==> config.mk <==
export PLATFORM = sky130hd
export DESIGN_NAME = box_blur_line_pass_top_flat
export DESIGN_NICKNAME = d
export VERILOG_FILES = /design/src/hw/rtl/bblp_pkg.sv /design/src/hw/rtl/bblp_if.sv /design/src/hw/rtl/box_blur_line_pass_top.sv /design/src/hw/rtl/bblp_div.sv /design/src/flat_wrapper.sv
export SDC_FILE = /design/constraint.sdc
export NUM_CORES = 2
export LEC_CHECK = 0
export BUFFER_PORTS_ARGS = -buffer_cell sky130_fd_sc_hd__buf_2
export CAP_MARGIN = 10
export CORE_MARGIN = 3
export CORE_UTILIZATION = 68
export DETAILED_ROUTE_END_ITERATION = 8
export GPL_TIMING_DRIVEN = 1
export PLACE_DENSITY_LB_ADDON = 0.15
export SYNTH_ARGS = -nofsm -noshare
export SYNTH_HDL_FRONTEND = slang
export SYNTH_SLANG_ARGS = --single-unit
==> constraint.sdc <==
create_clock -name clk -period 9.1 [get_ports clk]
set_input_delay 0.91 -clock clk [delete_from_list [all_inputs] [get_ports clk]]
set_output_delay 0.91 -clock clk [all_outputs]
set_load 0.02 [all_outputs]
==> src/hw/rtl/bblp_pkg.sv <==
// Shared constants, types and state codes of the box blur line pass.
`default_nettype none

package bblp_pkg;

  localparam int PIX_W          = 32;
  localparam int CH_N           = 4;
  localparam int CH_W           = 8;
  localparam int RAD_W          = 5;
  localparam int MAX_RADIUS_DEF = 31;
  localparam int WIN_W          = RAD_W + 1;
  localparam int SUM_W          = 14;
  localparam int QUO_W          = 9;
  localparam int DIVD_W         = WIN_W + QUO_W;
  localparam int CH_MAX         = 255;
  localparam logic [RAD_W-1:0] RADIUS_RST = RAD_W'(1);

  typedef logic [CH_N-1:0][DIVD_W-1:0] dividend_t;
  typedef logic [CH_N-1:0][CH_W-1:0]   chan_px_t;

  typedef enum logic [2:0] {
    ST_IDLE,
    ST_SUM,
    ST_WAIT,
    ST_DIV,
    ST_OUT
  } bblp_state_t;

endpackage

`default_nettype wire

==> src/hw/rtl/bblp_if.sv <==
// Valid/ready channel interfaces for source pixels and blurred pixels.
`default_nettype none

interface bblp_in_if import bblp_pkg::*; ();
  logic             valid;
  logic             ready;
  logic [PIX_W-1:0] pixel_in;
  logic             line_last;

  modport source (output valid, output pixel_in, output line_last, input ready);
  modport sink (input valid, input pixel_in, input line_last, output ready);
endinterface

interface bblp_out_if import bblp_pkg::*; ();
  logic             valid;
  logic             ready;
  logic [PIX_W-1:0] pixel_out;
  logic             line_done;

  modport source (output valid, output pixel_out, output line_done, input ready);
  modport sink (input valid, input pixel_out, input line_done, output ready);
endinterface

`default_nettype wire

==> src/hw/rtl/box_blur_line_pass_top.sv <==
// Horizontal box blur over a line of ARGB pixels, one source pixel per item.
// Each accepted pixel is written to a window memory; a pixel that
// completes a window (and the last pixel of a line, which flushes the rest) then
// produces its results one after another. Each result re-reads its 2r+1 window
// pixels from the memory, one per cycle, then runs a nine-step divider and waits
// until the output register is free; the last pixel of a line yields up to r+1
// results. A pixel with no result leaves the input ready; otherwise the next
// item is taken when the last result of the current one sits in the output
// register.
`default_nettype none

module box_blur_line_pass_top import bblp_pkg::*; #(
  parameter int MAX_RADIUS = MAX_RADIUS_DEF
) (
  input  logic             clk,
  input  logic             rst,
  input  logic             cfg_wr_en,
  input  logic [RAD_W-1:0] cfg_wr_data,
  bblp_in_if.sink          in_px,
  bblp_out_if.source       out_px
);

  localparam int RING_DEPTH = 2 ** $clog2(2 * MAX_RADIUS + 2);
  localparam int AW         = $clog2(RING_DEPTH);
  localparam int IW         = AW + 2;
  localparam logic [AW-1:0]    COUNT_MAX = AW'(RING_DEPTH - 1);
  localparam logic [RAD_W-1:0] RAD_MAX   = RAD_W'(MAX_RADIUS);

  bblp_state_t state, state_next;

  logic [RAD_W-1:0] radius_cfg;
  logic [RAD_W-1:0] eff_r;
  logic [PIX_W-1:0] ring [RING_DEPTH];
  logic [PIX_W-1:0] rd_data;
  logic [PIX_W-1:0] first_pixel;
  logic [AW-1:0]    head;
  logic [AW-1:0]    count;
  logic [RAD_W-1:0] r_q;
  logic [AW-1:0]    base_q;
  logic [AW-1:0]    k_q;
  logic [AW-1:0]    jcur;
  logic [AW-1:0]    jend;
  logic             last_q;
  logic [IW-1:0]    idx;
  logic [IW-1:0]    idx_end;
  logic             rd_pend;
  logic             rd_first;
  logic [CH_N-1:0][SUM_W-1:0] acc;
  logic [CH_N-1:0][SUM_W-1:0] acc_fin;
  logic             out_valid;
  logic [PIX_W-1:0] out_pixel;
  logic             out_done;

  logic             in_acc;
  logic             has_res;
  logic             k_ge_r;
  logic [AW-1:0]    j_first;
  logic             sum_start;
  logic [AW-1:0]    j_start;
  logic [RAD_W-1:0] r_start;
  logic             idx_over;
  logic [AW-1:0]    ci;
  logic [AW-1:0]    slot;
  logic [PIX_W-1:0] pix_src;
  logic             out_load;
  logic             cur_done;
  logic             div_start;
  logic             div_done;
  dividend_t        dividend;
  chan_px_t         quotient;

  always_comb begin
    eff_r = radius_cfg;
    if (radius_cfg == '0) begin
      eff_r = RAD_W'(1);
    end else if (radius_cfg > RAD_MAX) begin
      eff_r = RAD_MAX;
    end
  end

  assign in_px.ready = (state == ST_IDLE);
  assign in_acc      = in_px.valid && in_px.ready;
  assign k_ge_r      = IW'(count) >= IW'(eff_r);
  assign has_res     = in_px.line_last || k_ge_r;
  assign j_first     = k_ge_r ? AW'(IW'(count) - IW'(eff_r)) : '0;

  assign idx_over = !idx[IW-1] && (idx > IW'(k_q));
  assign ci       = idx_over ? k_q : idx[AW-1:0];
  assign slot     = base_q + ci;
  assign pix_src  = rd_first ? first_pixel : rd_data;

  always_comb begin
    for (int c = 0; c < CH_N; c++) begin
      acc_fin[c]  = acc[c] + SUM_W'(pix_src[c*CH_W +: CH_W]);
      dividend[c] = DIVD_W'(acc_fin[c]) + DIVD_W'(r_q);
    end
  end

  assign cur_done = last_q && (jcur == jend);
  assign out_load = (state == ST_OUT) && (!out_valid || out_px.ready);

  always_comb begin
    state_next = state;
    sum_start  = 1'b0;
    j_start    = j_first;
    r_start    = eff_r;
    div_start  = 1'b0;
    case (state)
      ST_IDLE: begin
        if (in_acc && has_res) begin
          sum_start  = 1'b1;
          state_next = ST_SUM;
        end
      end
      ST_SUM: begin
        if (idx == idx_end) begin
          state_next = ST_WAIT;
        end
      end
      ST_WAIT: begin
        div_start  = 1'b1;
        state_next = ST_DIV;
      end
      ST_DIV: begin
        if (div_done) begin
          state_next = ST_OUT;
        end
      end
      ST_OUT: begin
        j_start = jcur + AW'(1);
        r_start = r_q;
        if (out_load) begin
          if (jcur == jend) begin
            state_next = ST_IDLE;
          end else begin
            sum_start  = 1'b1;
            state_next = ST_SUM;
          end
        end
      end
      default: begin
        state_next = ST_IDLE;
      end
    endcase
  end

  always_ff @(posedge clk) begin
    if (rst) begin
      state <= ST_IDLE;
    end else begin
      state <= state_next;
    end
  end

  always_ff @(posedge clk) begin
    if (rst) begin
      radius_cfg <= RADIUS_RST;
    end else if (cfg_wr_en) begin
      radius_cfg <= cfg_wr_data;
    end
  end

  always_ff @(posedge clk) begin
    if (in_acc) begin
      ring[head] <= in_px.pixel_in;
    end
  end

  always_ff @(posedge clk) begin
    if (state == ST_SUM) begin
      rd_data <= ring[slot];
    end
  end

  always_ff @(posedge clk) begin
    if (rst) begin
      head        <= '0;
      count       <= '0;
      first_pixel <= '0;
    end else if (in_acc) begin
      head <= head + AW'(1);
      if (count == '0) begin
        first_pixel <= in_px.pixel_in;
      end
      if (in_px.line_last) begin
        count <= '0;
      end else if (count != COUNT_MAX) begin
        count <= count + AW'(1);
      end
    end
  end

  always_ff @(posedge clk) begin
    if (in_acc) begin
      r_q    <= eff_r;
      base_q <= head - count;
      k_q    <= count;
      last_q <= in_px.line_last;
      jend   <= in_px.line_last ? count : j_first;
    end
    if (sum_start) begin
      jcur    <= j_start;
      idx     <= IW'(j_start) - IW'(r_start);
      idx_end <= IW'(j_start) + IW'(r_start);
    end else if (state == ST_SUM) begin
      idx <= idx + IW'(1);
    end
    if (state == ST_SUM) begin
      rd_first <= idx[IW-1];
    end
  end

  always_ff @(posedge clk) begin
    if (rst) begin
      rd_pend <= 1'b0;
      acc     <= '0;
    end else begin
      rd_pend <= (state == ST_SUM);
      if (sum_start) begin
        acc <= '0;
      end else if (rd_pend) begin
        acc <= acc_fin;
      end
    end
  end

  bblp_div u_div (
    .clk      (clk),
    .rst      (rst),
    .start    (div_start),
    .dividend (dividend),
    .divisor  ({r_q, 1'b1}),
    .done     (div_done),
    .quotient (quotient)
  );

  always_ff @(posedge clk) begin
    if (rst) begin
      out_valid <= 1'b0;
    end else if (out_load) begin
      out_valid <= 1'b1;
    end else if (out_px.ready) begin
      out_valid <= 1'b0;
    end
  end

  always_ff @(posedge clk) begin
    if (out_load) begin
      out_pixel <= quotient;
      out_done  <= cur_done;
    end
  end

  assign out_px.valid     = out_valid;
  assign out_px.pixel_out = out_pixel;
  assign out_px.line_done = out_done;

`ifndef SYNTHESIS
  a_last_clears_count: assert property (@(posedge clk) disable iff (rst)
    in_acc && in_px.line_last |=> count == '0)
    else $error("line position not cleared after last pixel");

  a_done_ends_item: assert property (@(posedge clk) disable iff (rst)
    out_load && cur_done |=> state == ST_IDLE && out_valid && out_done)
    else $error("final result of a line did not end the item");

  a_window_order: assert property (@(posedge clk) disable iff (rst)
    state == ST_SUM |-> jcur <= jend)
    else $error("result position past end of item");

  a_div_done_in_div: assert property (@(posedge clk) disable iff (rst)
    div_done |-> state == ST_DIV)
    else $error("divider finished outside the divide state");
`endif

endmodule

`default_nettype wire

==> src/hw/rtl/bblp_div.sv <==
// Four-channel radix-2 restoring divider with clamped 8-bit quotients.
`default_nettype none

module bblp_div import bblp_pkg::*; (
  input  logic             clk,
  input  logic             rst,
  input  logic             start,
  input  dividend_t        dividend,
  input  logic [WIN_W-1:0] divisor,
  output logic             done,
  output chan_px_t         quotient
);

  localparam int STEP_W = $clog2(QUO_W);
  localparam logic [STEP_W-1:0] STEP_LAST = STEP_W'(QUO_W - 1);

  logic                                busy;
  logic [STEP_W-1:0]                   step;
  logic [CH_N-1:0][WIN_W-1:0]          rem;
  logic [CH_N-1:0][QUO_W-1:0]          low;
  logic [CH_N-1:0][WIN_W-1:0]          rem_next;
  logic [CH_N-1:0]                     ge;

  always_comb begin
    logic [WIN_W:0] trial;
    logic [WIN_W:0] diff;
    for (int c = 0; c < CH_N; c++) begin
      trial       = {rem[c], low[c][QUO_W-1]};
      diff        = trial - {1'b0, divisor};
      ge[c]       = trial >= {1'b0, divisor};
      rem_next[c] = ge[c] ? diff[WIN_W-1:0] : trial[WIN_W-1:0];
    end
  end

  always_ff @(posedge clk) begin
    if (rst) begin
      busy <= 1'b0;
      done <= 1'b0;
      step <= '0;
    end else if (start) begin
      busy <= 1'b1;
      done <= 1'b0;
      step <= '0;
    end else if (busy) begin
      step <= step + STEP_W'(1);
      if (step == STEP_LAST) begin
        busy <= 1'b0;
        done <= 1'b1;
      end
    end else begin
      done <= 1'b0;
    end
  end

  always_ff @(posedge clk) begin
    for (int c = 0; c < CH_N; c++) begin
      if (start) begin
        rem[c] <= dividend[c][DIVD_W-1 -: WIN_W];
        low[c] <= dividend[c][QUO_W-1:0];
      end else if (busy) begin
        rem[c] <= rem_next[c];
        low[c] <= {low[c][QUO_W-2:0], ge[c]};
      end
    end
  end

  always_comb begin
    for (int c = 0; c < CH_N; c++) begin
      quotient[c] = (low[c] > QUO_W'(CH_MAX)) ? CH_W'(CH_MAX) : low[c][CH_W-1:0];
    end
  end

endmodule

`default_nettype wire
==> src/flat_wrapper.sv <==
// flat-port wrapper written by rule: the top's interface ports become plain ports
module box_blur_line_pass_top_flat import bblp_pkg::*;
#(
  parameter int MAX_RADIUS = MAX_RADIUS_DEF
)
  (clk, rst, cfg_wr_en, cfg_wr_data, in_px_valid, in_px_pixel_in, in_px_line_last, in_px_ready, out_px_valid, out_px_pixel_out, out_px_line_done, out_px_ready);
  bblp_in_if in_px_i ();
  bblp_out_if out_px_i ();
  input  logic clk;
  input  logic rst;
  input  logic cfg_wr_en;
  input  logic [RAD_W-1:0] cfg_wr_data;
  input wire logic [$bits(in_px_i.valid)-1:0] in_px_valid;
  input wire logic [$bits(in_px_i.pixel_in)-1:0] in_px_pixel_in;
  input wire logic [$bits(in_px_i.line_last)-1:0] in_px_line_last;
  output wire logic [$bits(in_px_i.ready)-1:0] in_px_ready;
  output wire logic [$bits(out_px_i.valid)-1:0] out_px_valid;
  output wire logic [$bits(out_px_i.pixel_out)-1:0] out_px_pixel_out;
  output wire logic [$bits(out_px_i.line_done)-1:0] out_px_line_done;
  input wire logic [$bits(out_px_i.ready)-1:0] out_px_ready;
  assign in_px_i.valid = in_px_valid;
  assign in_px_i.pixel_in = in_px_pixel_in;
  assign in_px_i.line_last = in_px_line_last;
  assign in_px_ready = in_px_i.ready;
  assign out_px_valid = out_px_i.valid;
  assign out_px_pixel_out = out_px_i.pixel_out;
  assign out_px_line_done = out_px_i.line_done;
  assign out_px_i.ready = out_px_ready;
  box_blur_line_pass_top #(.MAX_RADIUS(MAX_RADIUS)) u_core (.clk(clk), .rst(rst), .cfg_wr_en(cfg_wr_en), .cfg_wr_data(cfg_wr_data), .in_px(in_px_i), .out_px(out_px_i));
endmodule
==> run_results.csv <==
group,metric,value,unit
critical_path,crit_path_max_fanout,136,
clock_tree,numCtsBuffers,220,
finish,fillCellCount,6877,
critical_path,critical_path_class,"flop to flop",
global_route,grt_max_degree,137,
timing,setup-tns-final,0,ns
timing,hold_viol_final,0,
drt,highest_layer,"met5",
clock_tree,clk-insertion-delay-late,0.85,ns
timing,slew_viol_final,0,
timing,fmax,0.150,GHz
clock_tree,cts_buffer_depth,3,
drt,vias,50100,
drt,firstDrtPassIters,5,
global_route,grt_overflow_total,0,
finish,drive_gt1_share,26.4,%
floorplan,die_area,144000,um2
power_and_ir_drop,p_leak,34.3,nW
min_path,hold_path_class,"input port to flop",
floorplan,die_w,379,um
clock_tree,cts-hold-fix-buffers,0,
clock_tree,cts.sinks,2335,
clock_tree,htree_levels,4,
synthesis,synth_seq_cells,2335,
synthesis,netlist_instances,4727,
synthesis,seq_area_frac_synth,72.7,%
synthesis,synthFlopType,"edfxtp_1",
clock_tree,clkTransAtPathRegs,0.07,ns
finish,syn2layout_area_growth,11.3,%
drt,vias_per_cell,7.18,
finish,nets,5098,
power_and_ir_drop,power.density,338,nW/um2
floorplan,core_area,138000,um2
critical_path,critPathArrivalTime,7.19,ns
synthesis,synth-edff-count,2219,
placed_design,gp_congestion,0.837,
global_route,antenna_found_initial,13,
global_route,grt_pass1_vias,50400,
power_and_ir_drop,p_sw,11.9,mW
critical_path,critPathLaunchType,"flop",
timing,finClkSkew,0.0422,ns
power_and_ir_drop,clkPwrFrac,26.2,%
timing,finalSetupViolations,0,
power_and_ir_drop,power.share.switching,33.3,%
synthesis,synth_warnings,0,
global_route,track_usage,36.6,%
drt,drt_iter0_drc,7336,
timing,setup_slack,2.44,ns
timing,worstMarginPinSlew,1.24,ns
synthesis,async_reset_ff_share,0,%
power_and_ir_drop,combPwrFrac,38.9,%
drt,met3WireLength,30800,um
clock_tree,cts_tree,"yes",
drt,drtAntennaViolNets,0,
placed_design,dp_hpwl,121000,um
timing,slew_headroom,17.5,%
drt,drt-met1-wl,85400,um
job,cap_violations,0,
synthesis,ys_types,83,
drt,routed_wl,256000,um
floorplan,die_y,379,um
timing,period_needed,6.66,ns
synthesis,synth_nets,4902,
timing,post-route-period-util,73.2,%
clock_tree,post_cts_buffers,0,
critical_path,cp.required,9.63,ns
power_and_ir_drop,p_int,23.8,mW
clock_tree,clock_tree.root_cell,"clkbuf_16",
placed_design,io_buffers,77,
drt,remaining_drc_errors,0,
timing,rsz0062_at_grt,"false",
power_and_ir_drop,power_frac_seq,34.8,%
clock_tree,cts-resized-gates,0,
run_status,status,"completed",
synthesis,synth_area,94900,um2
global_route,grt_first_pass_wirelength,366000,um
synthesis,synth.avg_cell_area,20.1,um2
floorplan,ios,78,
floorplan,num_rows,136,
placed_design,pre_cts_ws,2.58,ns
drt,wire_per_inst,36.7,um
floorplan,initial_core_util,68.7,%
power_and_ir_drop,peakVddDrop,0.000578,V
critical_path,endpoint_kind,"flop",
drt,route.met2.wl,125000,um
state kept, by name, summed over array words and instances (netlist names), 7 cells and up:
name and count:
u_core.acc 56, u_core.first_pixel 32, u_core.idx 8, u_core.idx_end 7, u_core.out_px.pixel_out 32, u_core.rd_data 32
u_core.ring 2048, u_core.u_div.low 36, u_core.u_div.rem 24
worst max-delay path, cell delays in order, from the launching register on:
cell,delay (ns)
edfxtp_1,0.52
ha_1,0.35
nor2b_1,0.13
o21a_1,0.13
o21a_1,0.12
o21ai_1,0.09
a211oi_4,0.42
nand2_1,0.10
o21ai_0,0.15
ha_4,0.19
inv_1,0.05
fa_4,1.27
buf_12,0.58
mux4_2,0.44
mux4_2,0.49
mux2i_1,0.85
mux2i_1,0.18
kinds of logic (layout without fill, tap and decap cells):
kind of cell | after synthesis | after routing | share of synthesized area [%]
buf+inv | 306 | 696 | 1.31
other cells | 0 | 5 | 0
xor+xnor | 164 | 164 | 1.54
compound gates | 359 | 359 | 2.42
flops | 2335 | 2335 | 72.7
simple gates | 607 | 607 | 2.95
fa+ha+maj | 132 | 132 | 1.88
mux | 824 | 824 | 17.2
per-layer routing:
layer / vias up / GRT usage [%]
met5: - / 0
met2: 3962 / 58.3
met4: 12 / 18.1
li1: 19700 / -
met3: 791 / 9.19
met1: 25700 / 48.0
cell type report:
cell class                      count  area, um2  area share [%]
Multi-Input combinational cell   2086      25200            23.9
Clock buffer                      297       6010            5.69
Timing Repair Buffer              204       1510            1.43
Clock inverter                    119       1290            1.22
Antenna cell                        5       12.5          0.0118
Inverter                           76        285           0.270
Sequential cell                  2335      69000            65.3
Tap cell                         1863       2330            2.21
final timing paths:
kind | cells past startpoint | slack, ns | from | endpoint
max | 16 | 2.44 | u_core.idx[1] | u_core.rd_data[2]
min | 3 | 0.32 | cfg_wr_data[1] | u_core.radius_cfg[1]
max reg2reg | 16 | 2.44 | u_core.idx[1] | u_core.rd_data[2]
min reg2reg | 2 | 0.45 | u_core.first_pixel[6] | u_core.first_pixel[6]
per-stage QoR:
step,hold slack [ns],cells,instance area (um2),power (mW),utilization (%)
6_report,0.324,6985,106000,35.7,76.5
3_3_place_gp,0.437,6559,98200,25.7,71.2
5_1_grt,0.313,6981,106000,36.7,76.5
4_1_cts,0.273,6975,105000,35.7,76.4
2_1_floorplan,0.406,4727,94900,21.9,-
3_5_place_dp,0.445,6559,98200,26.0,71.2
cells in the final DEF, fill, tap and decap left out, types with 35 or more instances in the layout:
cell type	instances
edfxtp_1	2219
mux4_2	640
clkbuf_16	225
nand2_1	181
nor2_1	153
mux2i_1	136
dfxtp_1	115
a21oi_1	114
ha_1	114
buf_4	113
xnor2_1	93
o21ai_0	89
buf_2	77
inv_1	75
xor2_1	66
nor2_4	64
clkbuf_1	61
mux2_2	48
clkinv_2	43
a21o_1	38
nand3_1	36
or2_2	36
clkinv_1	35
Yosys cell counts (all sizes together), types with 11 or more instances:
cell type,instances,area [um2]
edfxtp,2219,66600
mux4,640,14400
nor2,217,815
nand2,182,683
clkbuf,136,512
mux2i,136,1360
dfxtp,116,2320
a21oi,115,579
ha,115,1440
xnor2,98,885
o21ai,97,489
buf,94,443
inv,75,282
xor2,66,578
mux2,48,541
a21o,40,303
or2,37,231
nand3,36,180
nor3,28,140
a211oi,25,215
fa,17,340
nor2b,16,100
and3,14,91.3
nand4,13,81.3
o211ai,11,82.6
o21a,11,82.6
o21bai,11,93.8
power by group through the flow:
| stage | clock network (mW) | logic, mW | registers (mW) |
|---|---|---|---|
| 2_1_floorplan | 0 | 9.38 | 12.5 |
| 6_report | 9.36 | 13.9 | 12.4 |
| 3_3_place_gp | 0 | 13.1 | 12.6 |
| 4_1_cts | 9.43 | 13.9 | 12.4 |
| 3_5_place_dp | 0 | 13.3 | 12.6 |
| 5_1_grt | 9.81 | 14.4 | 12.4 |
No activity file was read; power rests on OpenSTA's default activity.
